<file path="src/hw/rtl/lfrd_pkg.sv">
`default_nettype none

package lfrd_pkg;

   // Generator geometry.
   localparam int RING_DEPTH = 55;
   localparam int SHORT_LAG  = 24;
   localparam int TAP_START  = RING_DEPTH - SHORT_LAG;
   localparam int IDX_W      = $clog2(RING_DEPTH);
   localparam int WORD_W     = 30;
   localparam int OUT_SHIFT  = 6;
   localparam int GEN_W      = WORD_W - OUT_SHIFT;
   localparam int DATA_W     = 32;

   // Rejection sampling gives up after this many generator outputs.
   localparam int MAX_TRIES  = 4096;
   localparam int TRY_W      = $clog2(MAX_TRIES);

   // Request kinds.
   localparam logic KIND_RESEED = 1'b0;
   localparam logic KIND_DRAW   = 1'b1;

   // Sequencer states.
   typedef enum logic [4:0] {
      ST_IDLE  = 5'b00001,
      ST_FILL  = 5'b00010,
      ST_SETUP = 5'b00100,
      ST_STEP  = 5'b01000,
      ST_EMIT  = 5'b10000
   } state_type;

   // Ring write port.
   typedef struct packed {
      logic              en;
      logic [IDX_W-1:0]  addr;
      logic [WORD_W-1:0] data;
   } ring_wr_type;

   // Ring read addresses, one per read port.
   typedef struct packed {
      logic [IDX_W-1:0] addr_a;
      logic [IDX_W-1:0] addr_b;
   } ring_rd_type;

   // Advance a ring index with wrap at the ring depth.
   function automatic logic [IDX_W-1:0] idx_next(input logic [IDX_W-1:0] idx);
      logic [IDX_W-1:0] res;
      if (idx == IDX_W'(RING_DEPTH - 1)) begin
         res = '0;
      end else begin
         res = idx + IDX_W'(1);
      end
      return res;
   endfunction

endpackage

`default_nettype wire

</file>
<file path="src/hw/rtl/lfrd_ring.sv">
`default_nettype none

module lfrd_ring (
   input  wire                          clock,
   input  wire                          reset,
   input  wire lfrd_pkg::ring_wr_type   wr,
   input  wire lfrd_pkg::ring_rd_type   rd,
   output logic [lfrd_pkg::WORD_W-1:0]  rd_data_a,
   output logic [lfrd_pkg::WORD_W-1:0]  rd_data_b
);
   import lfrd_pkg::*;

   logic [WORD_W-1:0]     mem_ff [RING_DEPTH];
   logic [RING_DEPTH-1:0] valid_ff;
   logic [WORD_W-1:0]     rd_a_ff;
   logic [WORD_W-1:0]     rd_b_ff;

   // Storage write.
   always_ff @(posedge clock) begin
      if (wr.en) begin
         mem_ff[wr.addr] <= wr.data;
      end
   end

   // Per-entry valid flags; an entry never written reads as zero.
   always_ff @(posedge clock) begin
      if (reset) begin
         valid_ff <= '0;
      end else if (wr.en) begin
         valid_ff[wr.addr] <= 1'b1;
      end
   end

   // Two registered read ports.
   always_ff @(posedge clock) begin
      rd_a_ff <= valid_ff[rd.addr_a] ? mem_ff[rd.addr_a] : '0;
      rd_b_ff <= valid_ff[rd.addr_b] ? mem_ff[rd.addr_b] : '0;
   end

   assign rd_data_a = rd_a_ff;
   assign rd_data_b = rd_b_ff;

endmodule

`default_nettype wire

</file>
<file path="src/hw/rtl/lagged_fibonacci_range_draw.sv">
// Draw: a setup state (SETUP), then generator steps (STEP) until a hit or the try limit;
// an empty or single span takes the low bound from SETUP; a stalled output waits in EMIT.
// The input stalls until a draw is done, so no new draw is taken before the last is through.
// Reseed: one ring entry written per cycle, no result.
// Reset: the ring reads as zero through per-entry valid flags; write index 0, tap index 31.
`default_nettype none

module lagged_fibonacci_range_draw (
   input  wire                          clock,
   input  wire                          reset,
   input  wire                          req_valid,
   output logic                         req_stall,
   input  wire                          req_kind,
   input  wire [lfrd_pkg::WORD_W-1:0]   req_seed_value,
   input  wire signed [lfrd_pkg::DATA_W-1:0] req_range_low,
   input  wire signed [lfrd_pkg::DATA_W-1:0] req_range_high,
   output logic                         rsp_valid,
   input  wire                          rsp_stall,
   output logic signed [lfrd_pkg::DATA_W-1:0] rsp_drawn_value
);
   import lfrd_pkg::*;

   state_type         state_ff, state_in;
   logic [IDX_W-1:0]  w_ff, w_in;
   logic [IDX_W-1:0]  t_ff, t_in;
   logic [IDX_W-1:0]  fill_idx_ff, fill_idx_in;
   logic [WORD_W-1:0] prev1_ff, prev1_in;
   logic [WORD_W-1:0] prev2_ff, prev2_in;
   logic [WORD_W-1:0] seed_ff, seed_in;
   logic [DATA_W-1:0] lo_ff, lo_in;
   logic [DATA_W-1:0] hi_ff, hi_in;
   logic [DATA_W-1:0] diff_ff, diff_in;
   logic [DATA_W-1:0] mask_ff, mask_in;
   logic [TRY_W-1:0]  try_ff, try_in;
   logic [DATA_W-1:0] res_ff, res_in;
   logic              rsp_valid_ff, rsp_valid_in;
   logic [DATA_W-1:0] rsp_value_ff, rsp_value_in;

   ring_wr_type       ring_wr;
   ring_rd_type       ring_rd;
   logic [WORD_W-1:0] rd_a;
   logic [WORD_W-1:0] rd_b;

   logic              req_xfer;
   logic              out_free;
   logic              out_load;
   logic [DATA_W-1:0] out_data;
   logic [WORD_W-1:0] fill_word;
   logic [DATA_W:0]   diff_wide;
   logic              span_single;
   logic [DATA_W-1:0] smear;
   logic [WORD_W-1:0] gen_sum;
   logic [DATA_W-1:0] number;
   logic              hit;
   logic              last_try;
   logic [DATA_W-1:0] half;
   logic [DATA_W-1:0] pick;
   logic [DATA_W-1:0] draw_value;
   logic [IDX_W:0]    tap_sum;
   logic [IDX_W-1:0]  tap_expect;

   // Lag ring storage.
   lfrd_ring u_ring (
      .clock     (clock),
      .reset     (reset),
      .wr        (ring_wr),
      .rd        (ring_rd),
      .rd_data_a (rd_a),
      .rd_data_b (rd_b)
   );

   assign req_stall = (state_ff != ST_IDLE);
   assign req_xfer  = req_valid && !req_stall;
   assign out_free  = !rsp_valid_ff || !rsp_stall;

   // Reseed word: seed, then one, then the sum of the two before.
   always_comb begin
      if (fill_idx_ff == IDX_W'(0)) begin
         fill_word = seed_ff;
      end else if (fill_idx_ff == IDX_W'(1)) begin
         fill_word = WORD_W'(1);
      end else begin
         fill_word = prev1_ff + prev2_ff;
      end
   end

   // Span minus one and the covering power-of-two mask.
   always_comb begin
      diff_wide   = {hi_ff[DATA_W-1], hi_ff} - {lo_ff[DATA_W-1], lo_ff};
      span_single = diff_wide[DATA_W] || (diff_wide == '0);
      smear       = diff_wide[DATA_W-1:0];
      smear       = smear | (smear >> 1);
      smear       = smear | (smear >> 2);
      smear       = smear | (smear >> 4);
      smear       = smear | (smear >> 8);
      smear       = smear | (smear >> 16);
   end

   // One generator step and the rejection test.
   always_comb begin
      gen_sum    = rd_a + rd_b;
      number     = {{(DATA_W - GEN_W){1'b0}}, gen_sum[WORD_W-1:OUT_SHIFT]} & mask_ff;
      hit        = (number <= diff_ff);
      last_try   = (try_ff == TRY_W'(MAX_TRIES - 1));
      half       = (mask_ff >> 1) + DATA_W'(1);
      pick       = hit ? number : (number - half);
      draw_value = lo_ff + pick;
   end

   // Ring port control.
   always_comb begin
      ring_wr.en   = 1'b0;
      ring_wr.addr = w_ff;
      ring_wr.data = gen_sum;
      ring_rd.addr_a = w_ff;
      ring_rd.addr_b = t_ff;
      case (state_ff)
         ST_FILL: begin
            ring_wr.en   = 1'b1;
            ring_wr.addr = fill_idx_ff;
            ring_wr.data = fill_word;
         end
         ST_STEP: begin
            ring_wr.en     = 1'b1;
            ring_rd.addr_a = idx_next(w_ff);
            ring_rd.addr_b = idx_next(t_ff);
         end
         default: begin
         end
      endcase
   end

   // Sequencer.
   always_comb begin
      state_in    = state_ff;
      w_in        = w_ff;
      t_in        = t_ff;
      fill_idx_in = fill_idx_ff;
      prev1_in    = prev1_ff;
      prev2_in    = prev2_ff;
      seed_in     = seed_ff;
      lo_in       = lo_ff;
      hi_in       = hi_ff;
      diff_in     = diff_ff;
      mask_in     = mask_ff;
      try_in      = try_ff;
      res_in      = res_ff;
      out_load    = 1'b0;
      out_data    = res_ff;
      case (state_ff)
         ST_IDLE: begin
            if (req_xfer) begin
               seed_in     = req_seed_value;
               lo_in       = req_range_low;
               hi_in       = req_range_high;
               fill_idx_in = '0;
               try_in      = '0;
               state_in    = (req_kind == KIND_RESEED) ? ST_FILL : ST_SETUP;
            end
         end
         ST_FILL: begin
            prev2_in    = prev1_ff;
            prev1_in    = fill_word;
            fill_idx_in = fill_idx_ff + IDX_W'(1);
            if (fill_idx_ff == IDX_W'(RING_DEPTH - 1)) begin
               w_in     = '0;
               t_in     = IDX_W'(TAP_START);
               state_in = ST_IDLE;
            end
         end
         ST_SETUP: begin
            diff_in = diff_wide[DATA_W-1:0];
            mask_in = smear;
            if (span_single) begin
               out_data = lo_ff;
               if (out_free) begin
                  out_load = 1'b1;
                  state_in = ST_IDLE;
               end else begin
                  res_in   = lo_ff;
                  state_in = ST_EMIT;
               end
            end else begin
               state_in = ST_STEP;
            end
         end
         ST_STEP: begin
            w_in   = idx_next(w_ff);
            t_in   = idx_next(t_ff);
            try_in = try_ff + TRY_W'(1);
            if (hit || last_try) begin
               out_data = draw_value;
               if (out_free) begin
                  out_load = 1'b1;
                  state_in = ST_IDLE;
               end else begin
                  res_in   = draw_value;
                  state_in = ST_EMIT;
               end
            end
         end
         ST_EMIT: begin
            if (out_free) begin
               out_load = 1'b1;
               state_in = ST_IDLE;
            end
         end
         default: begin
            state_in = ST_IDLE;
         end
      endcase
   end

   // Result register.
   always_comb begin
      rsp_valid_in = rsp_valid_ff;
      rsp_value_in = rsp_value_ff;
      if (out_load) begin
         rsp_valid_in = 1'b1;
         rsp_value_in = out_data;
      end else if (rsp_valid_ff && !rsp_stall) begin
         rsp_valid_in = 1'b0;
      end
   end

   // Control registers.
   always_ff @(posedge clock) begin
      if (reset) begin
         state_ff     <= ST_IDLE;
         w_ff         <= '0;
         t_ff         <= IDX_W'(TAP_START);
         rsp_valid_ff <= 1'b0;
      end else begin
         state_ff     <= state_in;
         w_ff         <= w_in;
         t_ff         <= t_in;
         rsp_valid_ff <= rsp_valid_in;
      end
   end

   // Working registers.
   always_ff @(posedge clock) begin
      fill_idx_ff  <= fill_idx_in;
      prev1_ff     <= prev1_in;
      prev2_ff     <= prev2_in;
      seed_ff      <= seed_in;
      lo_ff        <= lo_in;
      hi_ff        <= hi_in;
      diff_ff      <= diff_in;
      mask_ff      <= mask_in;
      try_ff       <= try_in;
      res_ff       <= res_in;
      rsp_value_ff <= rsp_value_in;
   end

   assign rsp_valid       = rsp_valid_ff;
   assign rsp_drawn_value = rsp_value_ff;

   // Expected tap index for the current write index.
   always_comb begin
      tap_sum = {1'b0, w_ff} + (IDX_W + 1)'(TAP_START);
      if (tap_sum >= (IDX_W + 1)'(RING_DEPTH)) begin
         tap_expect = IDX_W'(tap_sum - (IDX_W + 1)'(RING_DEPTH));
      end else begin
         tap_expect = tap_sum[IDX_W-1:0];
      end
   end

   // The tap index always trails the write index by the short lag.
   a_tap_lag: assert property (@(posedge clock) disable iff (reset)
      t_ff == tap_expect)
      else $error("tap index lost its lag behind the write index");

   // A finished reseed leaves the indices at their start positions.
   a_reseed_idx: assert property (@(posedge clock) disable iff (reset)
      (state_ff == ST_FILL) && (fill_idx_ff == IDX_W'(RING_DEPTH - 1))
      |=> (w_ff == '0) && (t_ff == IDX_W'(TAP_START)))
      else $error("reseed did not restore the ring indices");

   // A result for an ordered range lies inside that range.
   a_in_range: assert property (@(posedge clock) disable iff (reset)
      out_load && ($signed(lo_ff) <= $signed(hi_ff))
      |=> ($signed(rsp_value_ff) >= $signed(lo_ff))
          && ($signed(rsp_value_ff) <= $signed(hi_ff)))
      else $error("drawn value outside the requested range");

   // The input side is held off for the whole of a reseed.
   a_fill_busy: assert property (@(posedge clock) disable iff (reset)
      req_xfer && (req_kind == KIND_RESEED) |=> req_stall)
      else $error("request taken during reseed");

endmodule

`default_nettype wire

</file>
<file path="config.mk">
export PLATFORM = sky130hd
export DESIGN_NAME = lagged_fibonacci_range_draw
export DESIGN_NICKNAME = d
export VERILOG_FILES = /design/src/hw/rtl/lfrd_pkg.sv /design/src/hw/rtl/lfrd_ring.sv /design/src/hw/rtl/lagged_fibonacci_range_draw.sv
export SDC_FILE = /design/constraint.sdc
export NUM_CORES = 2
export LEC_CHECK = 0
export BUFFER_PORTS_ARGS = -buffer_cell sky130_fd_sc_hd__buf_2
export CAP_MARGIN = 20
export CORE_MARGIN = 5
export CORE_UTILIZATION = 55
export DETAILED_ROUTE_END_ITERATION = 10
export PLACE_DENSITY = 0.67
export SYNTH_ARGS = -nofsm -noshare
export SYNTH_HDL_FRONTEND = slang
export SYNTH_SLANG_ARGS = --single-unit
</file>
<file path="constraint.sdc">
create_clock -name clock -period 8.7 [get_ports clock]
set_input_delay 0.87 -clock clock [delete_from_list [all_inputs] [get_ports clock]]
set_output_delay 0.87 -clock clock [all_outputs]
set_load 0.05 [all_outputs]
</file>
### After elaboration in Yosys (flattened, before gate mapping)

Memories as Yosys holds them, arrays and structs flattened. A register that Yosys moved wholly into a read port is not among the register bits.
Cells that the tools add are included.

| storage, ports and cells | value |
|---|---|
| memories | 1 |
| bits in registers | 373 |
| RAM bits | 1650 |
| output and inout bits | 34 |
| word-level logic and storage cells | 128 |
| input bits | 99 |

Memory list:

| memory | depth | bits a word | rd ports | clocked after Yosys merged registers in | write ports | line | RTL |
|---|---|---|---|---|---|---|---|
| u_ring.mem_ff | 55 | 30 | 2 | 2 | 1 | lfrd_ring.sv:13 | `logic [WORD_W-1:0] mem_ff [RING_DEPTH];` |

| operators by class | value |
|---|---|
| reduce and logical (&&, ||, !) cells | 25 |
| eq/ne operators | 18 |
| bitwise operators | 7 |
| multiplexer cells | 46 |
| order comparisons | 5 |
| $add $sub $neg | 10 |

Operator list:

| operator | number |
|---|---|
| 32-bit two-way mux | 7 |
| 32-bit one-hot mux with 2 select lines | 2 |
| 30-bit adder | 2 |
| 30-bit two-way mux | 2 |
| 55-bit OR | 1 |
| 36-bit two-way mux | 1 |
| 6-bit one-hot mux with 2 select lines | 3 |
| 33-bit logical NOT | 1 |
| 32-bit by 32-bit subtractor with 33-bit output | 1 |
| 31-bit by 1-bit adder with 32-bit output, second input constant | 1 |
| 32-bit adder | 1 |
| 24-bit by 32-bit bitwise AND with 32-bit output | 1 |
| 32-bit <= comparator | 1 |
| 32-bit by 16-bit OR with 32-bit output | 1 |
| 32-bit by 24-bit OR with 32-bit output | 1 |
| 32-bit by 28-bit OR with 32-bit output | 1 |
| 32-bit by 30-bit OR with 32-bit output | 1 |
| 32-bit by 31-bit OR with 32-bit output | 1 |
| 32-bit subtractor | 1 |
| 5-bit two-way mux | 6 |
| 6-bit two-way mux | 5 |
| 5-bit one-hot mux with 5 select lines | 1 |
| 12-bit two-way mux | 2 |
| 12-bit one-hot mux with 2 select lines | 1 |
| other kinds (28) | 66 |

### Longest topological paths before layout

| depth | value |
|---|---|
| depth after elaboration | 9 |
| gate-level depth with buffers | 42 |
| depth with buffers taken out | 41 |

### Cells and area by module

Synthesis repeated with hierarchy kept, for this count alone.

| unflattened totals | value |
|---|---|
| cells, all modules | 6578 |
| area, all modules | 102460.8 um2 |

Modules (own cells, without submodules):

| module | instances | seq. area each (um2) | cells each | area an instance (um2) |
|---|---|---|---|---|
| lfrd_ring | 1 | 51849.7 | 4382 | 81105.3 |
| lagged_fibonacci_range_draw | 1 | 9339.0 | 2196 | 21355.5 |

### Worst setup path before layout

No wires, ideal clock.

| path | value |
|---|---|
| path type | register -> register |
| from | register u_ring.rd_a_ff[12] (netlist: u_ring.rd_data_a[12]) (read register of u_ring.mem_ff) |
| to | register rsp_value_ff[31] (netlist: rsp_drawn_value[31]) (data pin) |
| setup slack | 0.925 ns |
| stages on the path, launching flop included | 38 |
| setup time | 0.257 ns |
| data required time | 8.443 ns |
| period minus slack after synthesis | 7.775 ns |
| buffers on the path | 0 |
| data arrival time | 7.518 ns |
| path through | dfxtp_1 ha_1 a21oi_1 o21ai_1 nor4_2 o32ai_1 o21a_1 nor2_1 o21bai_1 a21oi_1 o21ai_0 xnor2_1 and2_1 ha_1 and3_1 nand3_1 nor3_1 nand2_1 (+2 left out) a41oi_1 nand2_1 nand2_1 ha_1 a211oi_1 o21ai_0 a211oi_1 a21oi_1 o21ai_0 a21oi_1 a311o_1 a31o_2 a21oi_1 o21ai_0 and3_1 o21a_1 nor2_1 nand2_1 |

| between the ends | value |
|---|---|
| word-level cells in the longest chain between the ends | 7 |
| elaborated cells on any way between the ends | 9 |
| classes of those cells | add/sub (3); order compare (1); mux (3); bitwise (1); reduce/logical (1) |

RTL lines:

| what | line | RTL |
|---|---|---|
| start, declared | lfrd_ring.sv:15 | `logic [WORD_W-1:0] rd_a_ff;` |
| 30-bit adder * | lagged_fibonacci_range_draw.sv:101 | `gen_sum = rd_a + rd_b;` |
| 24-bit by 32-bit bitwise AND with 32-bit output * | lagged_fibonacci_range_draw.sv:102 | `number = {{(DATA_W - GEN_W){1'b0}}, gen_sum[WORD_W-1:OUT_SHIFT]} & mask_ff;` |
| 32-bit subtractor or 32-bit <= comparator (tied branches) | lagged_fibonacci_range_draw.sv:106, lagged_fibonacci_range_draw.sv:103 |  |
| 32-bit two-way mux | lagged_fibonacci_range_draw.sv:106 | `pick = hit ? number : (number - half);` |
| 32-bit adder | lagged_fibonacci_range_draw.sv:107 | `draw_value = lo_ff + pick;` |
| 32-bit two-way mux * | lagged_fibonacci_range_draw.sv:191 | `if (hit \|\| last_try) begin` |
| 32-bit one-hot mux with 2 select lines * | lagged_fibonacci_range_draw.sv:150 | `case (state_ff)` |
| net out_data[31] | lagged_fibonacci_range_draw.sv:47 | `logic [DATA_W-1:0] out_data;` |
| end signal, assigned | lagged_fibonacci_range_draw.sv:253 | `rsp_value_ff <= rsp_value_in;` |
| end, declared | lagged_fibonacci_range_draw.sv:37 | `logic [DATA_W-1:0] rsp_value_ff, rsp_value_in;` |

Mark *: on every way through the listed nets, which the timed path passes. The rest lies on a longest branch.
A chain may end at the register's enable or synchronous reset.

### Worst setup path after layout

| path | value |
|---|---|
| from | register u_ring.rd_a_ff[0] (netlist: u_ring.rd_data_a[0]) (read register of u_ring.mem_ff) |
| to | register rsp_value_ff[30] (netlist: rsp_drawn_value[30]) (data pin) |

Same word-level chain as after synthesis.

==> flow_metrics.env <==
export IMPL_status="completed"
export IMPL_cts_num_sinks=2082
export IMPL_first_pass_iters=8
export IMPL_h_tree_depth=4
export IMPL_routed_wl_um=352000
export IMPL_drt_vias_per_instance=6.90
export IMPL_slowest_delay_ps=430
export IMPL_yosysWarnings=0
export IMPL_p_sw_share_pct=21.9
export IMPL_fp_row_count=159
export IMPL_syn_cell_area_sq_um=104000
export IMPL_overflow=0
export IMPL_synth_nets=9299
export IMPL_worstSetupStartpoint="u_ring.rd_data_a[0]"
export IMPL_pwr_density_cell_nw_per_um2=183
export IMPL_synth_edf_count=1949
export IMPL_wl_per_cell_um=30.1
export IMPL_dp_cells=11300
export IMPL_critPathLaunchType="flop"
export IMPL_nets=9258
export IMPL_core_area_sq_um=188000
export IMPL_hp_class="input pin to flop"
export IMPL_arrival_ps=8810
export IMPL_min_from="req_range_high[25]"
export IMPL_final_area_sq_um=116000
export IMPL_crit_slowest_cell="fa_1"
export IMPL_dieArea_sq_um=198000
export IMPL_p_sw_mw=4.66
export IMPL_clock_skew_ps=47.1
export IMPL_yosys_top_cells_area="edfxtp_1 (56%), nand2_1 (8.8%), mux4_2 (8.5%)"
export IMPL_dpl_cell_area_sq_um=109000
export IMPL_relSlewSlack_pct=9.54
export IMPL_ios=133
export IMPL_maxSlewViolCount=0
export IMPL_tightest_slew_ps=1350
export IMPL_power_share_clock_pct=44.2
export IMPL_placement_io_buffers=132
export IMPL_clockRootBuffer="clkbuf_16"
export IMPL_place_congestion=0.921
export IMPL_cp_required_ps=9290
export IMPL_synth_top_cell_area_share_pct=56.1
export IMPL_hold_buffers=0
export IMPL_synth_seq_cells=2082
export IMPL_rr_startpoint="u_ring.rd_data_a[0]"
export IMPL_cts_tree="built"
export IMPL_syn2layout_area_growth_pct=11.2
export IMPL_clk_pin_slew_ps=60
export IMPL_irDropWorstVdd_uv=166
export IMPL_p_int_mw=16.6
export IMPL_final_setup_viol_count=0
export IMPL_endpoint_kind="flop"
export IMPL_antenna_found_initial=24
export IMPL_worstPathMaxFanout=8
export IMPL_power_total_mw=21.3
export IMPL_fmax_ghz=0.122
export IMPL_dr_total_vias=80600
export IMPL_min_period_ps=8220
export IMPL_drtIter0Drc=12400
export IMPL_dp_hpwl_um=201000
export IMPL_ys_seq_area_share_pct=58.7
export IMPL_fin_crit_sh_pct=94.5
export IMPL_setup_slack_ps=478
export IMPL_grt_pass1_vias=76400
export IMPL_ys_flop_type="edfxtp_1"
export IMPL_die_w_um=445
export IMPL_grt_max_degree=170
export IMPL_drive_above_1_share_pct=13.9
export IMPL_synth_async_sr_flop_share_pct=0
export IMPL_power_leakage_nw=42.0
export IMPL_track_usage_pct=34.6
export IMPL_crit_type="flop to flop"
export IMPL_grt_pass1_wl_um=509000
export IMPL_drc=0
export IMPL_combPwrFrac_pct=4.0
export IMPL_synth_top_area_cell="edfxtp_1"
export IMPL_pre_cts_slack_ps=-111
export IMPL_synth_cells=9029
export IMPL_cts_buffers=214
export IMPL_hold_viol=0
export IMPL_holdWs_ps=178
export IMPL_syn_avg_cell_area_sq_um=11.6
export IMPL_initial_core_util_pct=55.4
export IMPL_crit_top_cell="buf_4"
export IMPL_ys_types=98
export IMPL_drtAntennaViolNets=0
export IMPL_finalCoreUtilization_pct=61.6
export IMPL_fin_tns_setup_ps=0
export IMPL_clkLatencyLatePin_ps=880
export IMPL_seqPwrFrac_pct=51.9
export IMPL_clockBufferDepth=3
export IMPL_fin_cells=11700
export IMPL_dieHeight_um=445
export IMPL_maxCapViolations=0
power groups by stage:
stage	Clock [mW]	Combinational, mW	Sequential (mW)
3_3_place_gp	0	0.803	11.2
5_1_grt	9.90	0.905	11.0
4_1_cts	9.46	0.824	11.0
2_1_floorplan	0	0.526	11.2
3_5_place_dp	0	0.816	11.2
6_report	9.40	0.841	11.0
registers in the layout (all words and copies together), names as in the netlist, 31 cells and up:
| name | count |
|---|---|
| hi_ff | 32 |
| diff_ff | 32 |
| rsp_drawn_value | 32 |
| res_ff | 32 |
| u_ring.valid_ff | 55 |
| mask_ff | 31 |
| lo_ff | 32 |
| u_ring.mem_ff | 1650 |
cells in the final DEF, fill, tap and decap left out, types with 30 or more instances in the layout:
master,Yosys,routed
xnor2_1,95,95
nand3_1,695,694
o21ai_0,199,187
and2_1,33,33
a311oi_1,434,434
nand2b_1,35,34
mux4_2,393,393
buf_4,7,218
nor3_1,60,57
nor2_4,1,57
buf_2,71,134
clkbuf_1,515,53
a21oi_1,214,200
edfxtp_1,1949,1949
buf_12,0,30
xor2_1,59,59
nand2_1,2455,2455
dfxtp_1,133,133
ha_1,166,164
a21o_1,53,48
clkinv_1,1,41
clkbuf_16,0,220
and3_1,276,276
a31oi_1,78,77
inv_1,144,141
o311ai_0,61,56
nor2_1,387,330
clkinv_2,0,32
layout make-up:
type	instances	area, sq um
fill	14600	72200
sequential	2082	61200
multi-input combinational	6149	40900
clock buffer	284	5860
tap	2495	3120
timing repair buffer	391	2980
clock inverter	116	1300
inverter	150	568
antenna	9	22.5
what timing repair did:
item | in CTS | in global routing
endpoints found under the setup margin | 10 | 19
setup buffers | 0 | 5
endpoints found under the hold margin | 0 | 0
resized for setup | 3 | 26
pin swaps | 0 | 11
cell usage after synthesis, types with 15 or more instances:
library cell     n
o21ai_0        199
and3_1         276
o21ai_1         15
o211ai_1        26
xor2_1          59
inv_1          144
nand2_1       2455
o31ai_1         15
a31oi_1         78
clkbuf_1       515
a211oi_1        17
o211a_1         25
ha_1           166
edfxtp_1      1949
or3_1           27
nor2b_1         19
nand3_1        695
a221o_1         25
buf_2           71
xnor2_1         95
nand2b_1        35
nor2_1         387
dfxtp_1        133
and2_1          33
o311ai_0        61
a21oi_1        214
buf_1           55
a21o_1          53
nor3_1          60
mux4_2         393
o21a_1          30
o21bai_1        17
a311oi_1       434
path summary, 6_finish.rpt:
kind / end / slack [ps] / cells after the start
setup / recovery: rsp_drawn_value[30] / 480 / 45
hold / removal: hi_ff[25] / 180 / 1
setup reg to reg: rsp_drawn_value[30] / 480 / 45
hold reg to reg: prev2_ff[5] / 450 / 0
worst max-delay path: cells and delay by family (launching register included):
| kind | cells | cell delay [ps] |
|---|---|---|
| flip-flops | 1 | 320 |
| adder cells (fa/ha/maj) | 5 | 1510 |
| XOR/XNOR | 2 | 300 |
| multiplexers | 2 | 550 |
| AND/OR/NAND/NOR | 12 | 1520 |
| buffers and inverters | 7 | 820 |
| AO/OA/AOI/OAI | 17 | 2930 |
logic make-up after synthesis:
| kind of cell | share of synthesized area (%) |
|---|---|
| AOI/OAI and AO/OA | 9.48 |
| xor gates and xnor gates | 1.31 |
| adders and majority gates | 2.10 |
| buffers and inverters | 2.98 |
| and+or+nand+nor | 16.8 |
| muxes | 8.66 |
| DFF | 58.7 |
routing by layer:
layer  up-vias  track usage, %  wire (um)
li1      33800               -          -
met1     39300            47.0     128000
met2      6305            51.8     153000
met3      1168            9.99      50900
met4        10            16.7      19200
met5         -               0         69
Power figures use the tool's default switching activity.
